File: config.mk
export PLATFORM = sky130hd
export DESIGN_NAME = murmur3_32_hash_stream_top
export DESIGN_NICKNAME = d
export VERILOG_FILES = /design/src/design/m3h_pkg.sv /design/src/design/m3h_front.sv /design/src/design/m3h_queue.sv /design/src/design/m3h_back.sv /design/src/design/murmur3_32_hash_stream_top.sv
export SDC_FILE = /design/constraint.sdc
export NUM_CORES = 2
export LEC_CHECK = 0
export BUFFER_PORTS_ARGS = -buffer_cell sky130_fd_sc_hd__buf_2
export CAP_MARGIN = 0
export CORE_ASPECT_RATIO = 2
export CORE_MARGIN = 2
export CORE_UTILIZATION = 40
export CTS_BUF_LIST = sky130_fd_sc_hd__clkbuf_8 sky130_fd_sc_hd__clkbuf_16
export DETAILED_ROUTE_END_ITERATION = 8
export HOLD_SLACK_MARGIN = 0.1
export PLACE_DENSITY_LB_ADDON = 0.12
export SETUP_SLACK_MARGIN = 0.15
export SYNTH_ARGS = -nofsm -noshare
export SYNTH_HDL_FRONTEND = slang
export SYNTH_HIERARCHICAL = 1
export SYNTH_SLANG_ARGS = --single-unit
File: constraint.sdc
create_clock -name clk_i -period 14.55 [get_ports clk_i]
set_input_delay 0.7275 -clock clk_i [delete_from_list [all_inputs] [get_ports clk_i]]
set_output_delay 0.7275 -clock clk_i [all_outputs]
set_load 0.005 [all_outputs]
File: src/design/m3h_pkg.sv
// Shared constants, types and state codes for the MurmurHash3 x86_32 stream hasher.
`timescale 1ns / 1ps
package m3h_pkg;

  localparam logic [31:0] MIX_C1  = 32'hcc9e2d51;
  localparam logic [31:0] MIX_C2  = 32'h1b873593;
  localparam logic [31:0] MIX_ADD = 32'he6546b64;
  localparam logic [31:0] FIN_M1  = 32'h85ebca6b;
  localparam logic [31:0] FIN_M2  = 32'hc2b2ae35;

  localparam int unsigned QUEUE_DEPTH = 4;

  localparam int unsigned IN_TDATA_W  = 40;
  localparam int unsigned OUT_TDATA_W = 32;

  localparam logic [2:0] NB_FULL = 3'd4;

  // Mixed key on its way from the front to the back
  typedef struct packed {
    logic [31:0] key;
    logic [2:0]  nb;
    logic        last;
  } m3h_item_t;

  typedef enum logic [1:0] {
    BK_RUN,
    BK_FIN1,
    BK_FIN2,
    BK_FIN3
  } m3h_state_e;

endpackage

File: src/design/m3h_front.sv
// Front end: accept words, clamp and mask bytes, key mix in two multiply stages.
`timescale 1ns / 1ps
module m3h_front
  import m3h_pkg::*;
(
  input  logic        clk_i,
  input  logic        rst_ni,
  input  logic        in_valid_i,
  output logic        in_ready_o,
  input  logic [31:0] data_word_i,
  input  logic [2:0]  valid_bytes_i,
  input  logic        is_last_i,
  output logic        push_o,
  output m3h_item_t   push_item_o,
  input  logic        push_ready_i
);

  logic        en;
  logic [2:0]  nb_sat;
  logic [31:0] masked;
  logic [31:0] s2_rot;

  logic        s1_valid_q, s2_valid_q;
  logic [31:0] s1_key_q, s2_key_q;
  logic [2:0]  s1_nb_q, s2_nb_q;
  logic        s1_last_q, s2_last_q;

  // Stall the whole pipe only when the tail item cannot leave
  assign en         = !(s2_valid_q && !push_ready_i);
  assign in_ready_o = en;

  always_comb begin
    nb_sat = (valid_bytes_i > NB_FULL) ? NB_FULL : valid_bytes_i;
    unique case (nb_sat)
      3'd0:    masked = 32'h0000_0000;
      3'd1:    masked = {24'h0, data_word_i[7:0]};
      3'd2:    masked = {16'h0, data_word_i[15:0]};
      3'd3:    masked = {8'h0, data_word_i[23:0]};
      default: masked = data_word_i;
    endcase
  end

  assign s2_rot = {s1_key_q[16:0], s1_key_q[31:17]};

  always_ff @(posedge clk_i or negedge rst_ni) begin
    if (!rst_ni) begin
      s1_valid_q <= 1'b0;
      s2_valid_q <= 1'b0;
    end else if (en) begin
      s1_valid_q <= in_valid_i;
      s2_valid_q <= s1_valid_q;
    end
  end

  always_ff @(posedge clk_i) begin
    if (en) begin
      s1_key_q  <= masked * MIX_C1;
      s1_nb_q   <= nb_sat;
      s1_last_q <= is_last_i;
      s2_key_q  <= s2_rot * MIX_C2;
      s2_nb_q   <= s1_nb_q;
      s2_last_q <= s1_last_q;
    end
  end

  assign push_o           = s2_valid_q;
  assign push_item_o.key  = s2_key_q;
  assign push_item_o.nb   = s2_nb_q;
  assign push_item_o.last = s2_last_q;

endmodule

File: src/design/m3h_queue.sv
// Short first-in first-out queue between the front and the back.
`timescale 1ns / 1ps
module m3h_queue
  import m3h_pkg::*;
#(
  parameter int unsigned DEPTH = QUEUE_DEPTH
) (
  input  logic      clk_i,
  input  logic      rst_ni,
  input  logic      push_i,
  input  m3h_item_t push_item_i,
  output logic      push_ready_o,
  output logic      pop_valid_o,
  output m3h_item_t pop_item_o,
  input  logic      pop_i
);

  localparam int unsigned PtrW = (DEPTH > 1) ? $clog2(DEPTH) : 1;
  localparam int unsigned CntW = $clog2(DEPTH + 1);
  localparam logic [PtrW-1:0] LastPtr = PtrW'(DEPTH - 1);
  localparam logic [CntW-1:0] Full    = CntW'(DEPTH);

  m3h_item_t       mem_q [DEPTH];
  logic [PtrW-1:0] wr_q, rd_q;
  logic [CntW-1:0] cnt_q;
  logic            do_push, do_pop;

  assign push_ready_o = (cnt_q != Full);
  assign pop_valid_o  = (cnt_q != '0);
  assign do_push      = push_i && push_ready_o;
  assign do_pop       = pop_i && pop_valid_o;
  assign pop_item_o   = mem_q[rd_q];

  always_ff @(posedge clk_i or negedge rst_ni) begin
    if (!rst_ni) begin
      wr_q  <= '0;
      rd_q  <= '0;
      cnt_q <= '0;
    end else begin
      if (do_push) begin
        wr_q <= (wr_q == LastPtr) ? '0 : wr_q + 1'b1;
      end
      if (do_pop) begin
        rd_q <= (rd_q == LastPtr) ? '0 : rd_q + 1'b1;
      end
      if (do_push && !do_pop) begin
        cnt_q <= cnt_q + 1'b1;
      end else if (do_pop && !do_push) begin
        cnt_q <= cnt_q - 1'b1;
      end
    end
  end

  always_ff @(posedge clk_i) begin
    if (do_push) begin
      mem_q[wr_q] <= push_item_i;
    end
  end

endmodule

File: src/design/m3h_back.sv
// Back end: running hash update, length count, fmix32 sequencer and result register.
`timescale 1ns / 1ps
module m3h_back
  import m3h_pkg::*;
(
  input  logic                   clk_i,
  input  logic                   rst_ni,
  input  logic                   item_valid_i,
  input  m3h_item_t              item_i,
  output logic                   pop_o,
  output logic                   m_valid_o,
  input  logic                   m_ready_i,
  output logic [OUT_TDATA_W-1:0] m_data_o
);

  m3h_state_e  state_q, state_d;
  logic [31:0] hash_q, hash_d;
  logic [31:0] len_q, len_d;
  logic [31:0] work_q, work_d;
  logic [31:0] out_q, out_d;
  logic        out_valid_q, out_valid_d;

  logic [31:0] h_xor, h_rot, h_upd, len_upd;
  logic        out_free;

  assign out_free = !out_valid_q || m_ready_i;

  // Block mix for full words, plain xor for a tail, no change for an empty word
  always_comb begin
    h_xor   = hash_q ^ item_i.key;
    h_rot   = {h_xor[18:0], h_xor[31:19]};
    len_upd = len_q + {29'h0, item_i.nb};
    if (item_i.nb == NB_FULL) begin
      h_upd = (h_rot << 2) + h_rot + MIX_ADD;
    end else if (item_i.nb != 3'd0) begin
      h_upd = h_xor;
    end else begin
      h_upd = hash_q;
    end
  end

  always_comb begin
    state_d = state_q;
    unique case (state_q)
      BK_RUN:  if (item_valid_i && item_i.last) state_d = BK_FIN1;
      BK_FIN1: state_d = BK_FIN2;
      BK_FIN2: state_d = BK_FIN3;
      BK_FIN3: if (out_free) state_d = BK_RUN;
      default: state_d = BK_RUN;
    endcase
  end

  always_comb begin
    pop_o       = 1'b0;
    hash_d      = hash_q;
    len_d       = len_q;
    work_d      = work_q;
    out_d       = out_q;
    out_valid_d = out_valid_q && !m_ready_i;
    unique case (state_q)
      BK_RUN: begin
        if (item_valid_i) begin
          pop_o = 1'b1;
          if (item_i.last) begin
            work_d = h_upd ^ len_upd;
            hash_d = '0;
            len_d  = '0;
          end else begin
            hash_d = h_upd;
            len_d  = len_upd;
          end
        end
      end
      BK_FIN1: work_d = (work_q ^ (work_q >> 16)) * FIN_M1;
      BK_FIN2: work_d = (work_q ^ (work_q >> 13)) * FIN_M2;
      BK_FIN3: begin
        if (out_free) begin
          out_d       = work_q ^ (work_q >> 16);
          out_valid_d = 1'b1;
        end
      end
      default: ;
    endcase
  end

  always_ff @(posedge clk_i or negedge rst_ni) begin
    if (!rst_ni) begin
      state_q     <= BK_RUN;
      hash_q      <= '0;
      len_q       <= '0;
      out_valid_q <= 1'b0;
    end else begin
      state_q     <= state_d;
      hash_q      <= hash_d;
      len_q       <= len_d;
      out_valid_q <= out_valid_d;
    end
  end

  always_ff @(posedge clk_i) begin
    work_q <= work_d;
    out_q  <= out_d;
  end

  assign m_valid_o = out_valid_q;
  assign m_data_o  = out_q;

endmodule

File: src/design/murmur3_32_hash_stream_top.sv
// Top level of the MurmurHash3 x86_32 (seed 0) stream hasher.
`timescale 1ns / 1ps
//
//  Channel  Direction  Payload                                   Transfer when
//  s_axis   in         tdata: data_word[31:0], valid_bytes[34:32] tvalid & tready
//                      tlast: is_last
//  m_axis   out        tdata: hash_value[31:0]                    tvalid & tready
//
//  A word passes the front key-mix multiply stages, is written into the
//  queue, then updates the running hash in the back; one word per cycle
//  streams through while no message ends. A last word holds the back in the
//  fmix32 states BK_FIN1, BK_FIN2 and BK_FIN3 (two registered multiplies and
//  the final xor-shift); BK_FIN3 waits until the result register is free.
//  Reset clears the pipe valids, the queue, the hash, the length and the
//  result valid flag. A stalled result stalls only the back; the queue keeps
//  the front accepting until it fills.
module murmur3_32_hash_stream_top
  import m3h_pkg::*;
#(
  parameter int unsigned QueueDepth = QUEUE_DEPTH
) (
  input  logic                   clk_i,
  input  logic                   rst_ni,
  input  logic                   s_axis_tvalid_i,
  output logic                   s_axis_tready_o,
  input  logic [IN_TDATA_W-1:0]  s_axis_tdata_i,  // data_word[31:0], valid_bytes[34:32], zero pad
  input  logic                   s_axis_tlast_i,  // is_last
  output logic                   m_axis_tvalid_o,
  input  logic                   m_axis_tready_i,
  output logic [OUT_TDATA_W-1:0] m_axis_tdata_o   // hash_value[31:0]
);

  logic      push, push_ready;
  m3h_item_t push_item;
  logic      pop, pop_valid;
  m3h_item_t pop_item;

  // Classify and key-mix each incoming transfer
  m3h_front u_front (
    .clk_i         (clk_i),
    .rst_ni        (rst_ni),
    .in_valid_i    (s_axis_tvalid_i),
    .in_ready_o    (s_axis_tready_o),
    .data_word_i   (s_axis_tdata_i[31:0]),
    .valid_bytes_i (s_axis_tdata_i[34:32]),
    .is_last_i     (s_axis_tlast_i),
    .push_o        (push),
    .push_item_o   (push_item),
    .push_ready_i  (push_ready)
  );

  // Decouple the front from the finaliser
  m3h_queue #(
    .DEPTH (QueueDepth)
  ) u_queue (
    .clk_i        (clk_i),
    .rst_ni       (rst_ni),
    .push_i       (push),
    .push_item_i  (push_item),
    .push_ready_o (push_ready),
    .pop_valid_o  (pop_valid),
    .pop_item_o   (pop_item),
    .pop_i        (pop)
  );

  // Fold keys into the hash and finalise on the last transfer
  m3h_back u_back (
    .clk_i        (clk_i),
    .rst_ni       (rst_ni),
    .item_valid_i (pop_valid),
    .item_i       (pop_item),
    .pop_o        (pop),
    .m_valid_o    (m_axis_tvalid_o),
    .m_ready_i    (m_axis_tready_i),
    .m_data_o     (m_axis_tdata_o)
  );

endmodule

# Yosys cells after proc, flatten, opt, wreduce, memory -nomap -nowiden
# Memories as Yosys holds them, arrays and structs flattened.
# Index checks and enable logic that the tools add are counted.
[totals]
register_bits = 212
mem_bits_rw = 144
in_bits = 45
output_inout_bits = 34
word_cells = 94
n_memories = 1
[mem_list]
columns = ["memory", "words", "word_bits", "rd", "rd_clocked_by_memory_dff", "wr", "line_no", "rtl"]
rows = [
  ["u_queue.mem_q", 4, 36, 1, 0, 1, "m3h_queue.sv:23", "m3h_item_t mem_q [DEPTH];"],
]
[classes]
n_addsub = 7
n_mul = 4
magnitude_cmp = 1
n_eq_ne = 14
mux = 22
bitwise = 4
reduce_logical = 24
[ops]
columns = ["op", "count"]
rows = [
  ["$mux 32", 6],
  ["$pmux 32 s4", 1],
  ["$pmux 32 s3", 1],
  ["$mul 32x31->32 const B", 2],
  ["$xor 32x32->32", 2],
  ["$add 32x3->32", 1],
  ["$add 32x32->32", 1],
  ["$add 32x32->32 const B", 1],
  ["$mul 32x29->32 const B", 1],
  ["$mul 32x32->32 const B", 1],
  ["$xor 32x16->32", 1],
  ["$xor 32x19->32", 1],
  ["$mux 3", 3],
  ["$reduce_bool 3->1", 3],
  ["$eq 2x2->1 const B", 4],
  ["$mux 2", 4],
  ["$ne 2x1->1 const B", 4],
  ["$pmux 2 s4", 1],
  ["$logic_and 1x1->1", 7],
  ["$eq 3x2->1 const B", 2],
  ["$logic_not 1->1", 6],
  ["$mux 1", 6],
  ["$reduce_and 2->1", 3],
  ["$add 2x1->2 const B", 2],
  ["other kinds (12)", 12],
]

# Depth between registers and ports, before layout
# An unclocked memory read counts as a cell.
[depth]
word_depth = 9
depth_mapped = 28

# Cells and area by module
# Netlist, hierarchy kept.
[by_module_without_submodules]
columns = ["mod", "instances", "cells_per_inst", "area_each_um2"]
rows = [
  ["m3h_back", 1, 2845, 26833.2],
  ["m3h_front", 1, 1773, 18599.1],
  ["m3h_queue", 1, 225, 5642.9],
]

# Least setup slack after synthesis
# Ideal clock, no wire load.
[synth_path]
path_kind = "reg2reg"
from = "reg u_back.work_q[25]"
to = "reg u_back.work_q[31], data pin"
arrival_ns = 6.971
slack_ns = 7.304
path_stages_with_launch = 24
n_path_buf = 1
period_less_slack_ns = 7.246
path_cell_list = "edfxtp_1 > clkbuf_1 > xor2_1 > fa_1 > fa_1 > fa_1 > inv_1 > fa_1 > fa_1 > inv_1 > fa_1 > fa_1 > inv_1 > fa_1 > inv_1 > ha_1 > o21a_1 > o21ai_0 > nor2_1 > a211oi_1 > o21ai_1 > a31oi_1 > xor2_1 > o221ai_1"
[synth_via]
elab_chain_cells = 3
elab_cells_between_ends = 5
classes_between = "mul: 2; mux: 1; bitwise: 2"
[synth_rtl]
columns = ["element", "line_no", "rtl"]
rows = [
  ["from (decl)", "m3h_back.sv:19", "logic [31:0] work_q, work_d;"],
  ["from (signal assigned)", "m3h_back.sv:101", "work_q <= work_d;"],
  ["$xor 32x19->32 or $xor 32x16->32 (tied branches)", "m3h_back.sv:75, m3h_back.sv:74", ""],
  ["$mul 32x31->32 or $mul 32x32->32 (tied branches)", "m3h_back.sv:75, m3h_back.sv:74", ""],
  ["$pmux 32 s3 (*)", "m3h_back.sv:60", "unique case (state_q)"],
  ["named net u_back.work_d[31]", "m3h_back.sv:19", ""],
]
# The timed path passes the listed nets; every way through them passes the cells marked *.
# A chain may end at the register's enable or synchronous reset.

# Worst setup path after layout
[layout_path]
from = "reg u_back.work_q[26]"
to = "reg u_back.work_q[31], data pin"
# Same word-level chain as after synthesis.

==> results.sh <==
export IMPL_synth_top_family_by_area="adder cells"
export IMPL_worstSetupPathDepth=23
export IMPL_nFillCells=12600
export IMPL_die_w_um=257
export IMPL_synth_top_cells_by_count="inv_1, ha_1, fa_1"
export IMPL_synth_ff_latch_count=356
export IMPL_rows=185
export IMPL_slowest_delay_ps=870
export IMPL_synth_distinct_cells=97
export IMPL_ys_top_cells_by_area="fa_1, ha_1, edfxtp_1"
export IMPL_maxSlewViolCount=0
export IMPL_numCtsBuffers=39
export IMPL_synth_compound_area_share=0.0789
export IMPL_dr_pass1_iters=6
export IMPL_reg2reg_slack_ps=5960
export IMPL_numPortBuffers=73
export IMPL_antenna_found_initial=1
export IMPL_muxShareOfSynthArea=0.0188
export IMPL_cp_max_fo=8
export IMPL_syn_nets=6425
export IMPL_drive_gt1_frac=0.0576
export IMPL_synth_top_area_cell="fa_1"
export IMPL_cts_sinks=356
export IMPL_synth_avg_cell_area_sq_um=10.5
export IMPL_cts_htree_levels=2
export IMPL_clock_fmax_mhz=116
export IMPL_synthAdderAreaFrac=0.483
export IMPL_grt_first_pass_wirelength_mm=238
export IMPL_slowest_stage="xnor2_1"
export IMPL_period_share=0.590
export IMPL_drc_errors=0
export IMPL_synth_warnings=6
export IMPL_holdWs_ps=311
export IMPL_crit_top_cell="fa_1"
export IMPL_worst_slew_pin_slew_ps=1210
export IMPL_crit_start="u_back/work_q[26]$_DFFE_PP_"
export IMPL_drv_cap=0
export IMPL_ant_nets=0
export IMPL_route_vias_total=33600
export IMPL_die_height_um=509
export IMPL_ios=79
export IMPL_required_ps=14870
export IMPL_grt_overflow=0
export IMPL_skew_ps=47.6
export IMPL_r2r_start="u_back/work_q[26]$_DFFE_PP_"
export IMPL_netlist_area_leader_share=0.283
export IMPL_die_area_sq_um=131000
export IMPL_globalRouteTotalUtil=0.253
export IMPL_grt_max_degree=62
export IMPL_root_buffer="clkbuf_16"
export IMPL_r2r_end="u_back/work_q[31]$_DFFE_PP_"
export IMPL_clkLatencyLatePin_ps=630
export IMPL_syn_area_sq_um=51100
export IMPL_syn_to_final_growth_pct=7.59
export IMPL_async_flop_share=0.213
export IMPL_path_delay_family="adder cells"
export IMPL_cts_tree="yes"
export IMPL_layout_nets=6519
export IMPL_ys_flop_type="edfxtp_1"
export IMPL_reg2reg_depth=23
export IMPL_dr_first_iter_drc_count=1199
export IMPL_worstSetupPathType="flop to flop"
export IMPL_totalWireLength_mm=161
export IMPL_synthSimpleGateAreaFrac=0.0464
export IMPL_routabilityCongestion=0.958
export IMPL_synth_edf_count=280
export IMPL_synth_cells=4843
export IMPL_rsz0062_at_grt="no"
export IMPL_tns_ps=0
export IMPL_status="finished clean"
export IMPL_crit_buf_inv=5
export IMPL_synth_most_common_cell="inv_1"
export IMPL_synth_xor_area_frac=0.0677
export IMPL_min_path_type="input pin to flop"
export IMPL_grt_pass1_vias=38100
export IMPL_max_slew_margin=0.192
export IMPL_dp_hpwl_mm=141
export IMPL_clkTransAtPathRegs_ps=70
export IMPL_start_util=0.403
export IMPL_wl_per_cell_um=24.2
export IMPL_design_core_area_sq_um=127000
export IMPL_cts_max_path_buffers=3
export IMPL_post_cts_buffers=0
export IMPL_hold_path_depth=1
export IMPL_ys_seq_area_frac=0.202
export IMPL_fin_crit_ps=8590
export IMPL_finalSetupViolations=0
export IMPL_arrival_ps=8910
export IMPL_critPathLaunchType="flop"
export IMPL_hold_viol=0
export IMPL_critical_path_cell_chain="xnor2_1, inv_1, fa_1, fa_1, fa_1, inv_1, fa_1, fa_1, inv_1, fa_1, fa_1, inv_1, fa_1, inv_1, ha_1, o21a_1, o21ai_0, nor2_1, a211oi_1, o21ai_1, a31oi_1, xor2_1, o221ai_1"
export IMPL_endpoint="u_back/work_q[31]$_DFFE_PP_"
export IMPL_end_kind="flop"
export IMPL_routed_via_density=5.06
==> worst register-to-register path, delay by kind of cell (launching register included) <==
| family | cells | cell delay [ps] |
|---|---|---|
| adder cells (fa/ha/maj) | 9 | 4540 |
| flip-flops | 1 | 540 |
| XOR/XNOR | 2 | 1050 |
| buffers and inverters | 5 | 660 |
| AND/OR/NAND/NOR | 1 | 90 |
| AO/OA/AOI/OAI | 6 | 1430 |
==> final cells by class <==
| class | count | area [sq um] | area share |
|---|---|---|---|
| Multi-Input combinational cell | 3095 | 35500 | 0.646 |
| Sequential cell | 356 | 10300 | 0.188 |
| Inverter | 1318 | 4950 | 0.0900 |
| Tap cell | 1683 | 2110 | 0.0383 |
| Clock buffer | 42 | 1040 | 0.0189 |
| Timing Repair Buffer | 127 | 776 | 0.0141 |
| Clock inverter | 30 | 259 | 0.00471 |
| Antenna cell | 1 | 2.50 | 0.0000455 |
==> metrics by stage <==
stage | cell area (sq um) | utilization | instances | setup slack [ps]
2_1_floorplan | 51100 | - | 4843 | 7300
3_3_place_gp | 53600 | 0.423 | 6578 | 5700
3_5_place_dp | 53600 | 0.423 | 6578 | 5720
4_1_cts | 54900 | 0.433 | 6651 | 5880
5_1_grt | 55000 | 0.433 | 6652 | 5610
6_report | 55000 | 0.433 | 6652 | 5960
==> kinds of logic after synthesis <==
| logic type | count (synthesis) |
|---|---|
| adders and majority gates | 1537 |
| buffers and inverters | 1392 |
| AOI/OAI and AO/OA | 618 |
| and+or+nand+nor | 495 |
| xor gates and xnor gates | 395 |
| DFF | 356 |
| muxes | 50 |
==> layout by cell type (no fill, tap or decap), drive strengths merged, types with 27 or more instances in the layout <==
master / count
ha: 815
o21ai: 192
a21o: 55
nand2: 192
nand3: 54
mux4: 36
xnor2: 259
fa: 722
inv: 1327
clkbuf: 42
edfxtp: 280
and2: 35
xor2: 136
a21oi: 140
nor2: 93
a211oi: 27
a31oi: 27
dfrtp: 76
o21a: 27
buf: 126
==> repair_timing <==
action	4_1_cts	5_1_grt
hold buffers	1	0
endpoints found under the setup margin	0	0
hold endpoints to repair	16	0
gates resized for setup	0	0
==> layer usage <==
layer	track usage	wire length (um)
met2	0.534	96100
met5	0	0
met3	0.0168	2710
met4	0.232	18200
met1	0.197	44300
==> worst min-delay path by stage <==
stage	start	end	slack [ps]
after floorplan	u_front/s1_last_q$_DFFE_PN_	u_front/s2_last_q$_DFFE_PN_	400
after detailed placement	u_front/s1_last_q$_DFFE_PN_	u_front/s2_last_q$_DFFE_PN_	410
after global placement	u_front/s1_last_q$_DFFE_PN_	u_front/s2_last_q$_DFFE_PN_	400
after global routing	s_axis_tlast_i	u_front/s1_last_q$_DFFE_PN_	300
final	s_axis_tlast_i	u_front/s1_last_q$_DFFE_PN_	310
after CTS	s_axis_tlast_i	u_front/s1_last_q$_DFFE_PN_	270
==> sequential cells by signal, summed over array words and instances, names as in the netlist <==
register	flops
u_front/s2_nb_q	3
u_back/m_valid_o	1
u_back/state_q	2
u_back/len_q	32
u_queue/wr_q	2
u_queue/rd_q	2
u_front/s1_nb_q	3
u_front/s2_key_q	32
u_front/s1_valid_q	1
u_queue/mem_q	144
u_front/s2_last_q	1
u_queue/cnt_q	3
u_back/work_q	32
u_front/s1_last_q	1
u_back/m_data_o	32
u_front/push_o	1
u_back/hash_q	32
u_front/s1_key_q	32
Power is not shown: default switching activity piles up to over one toggle a cycle in this logic, so the estimate is an artifact.
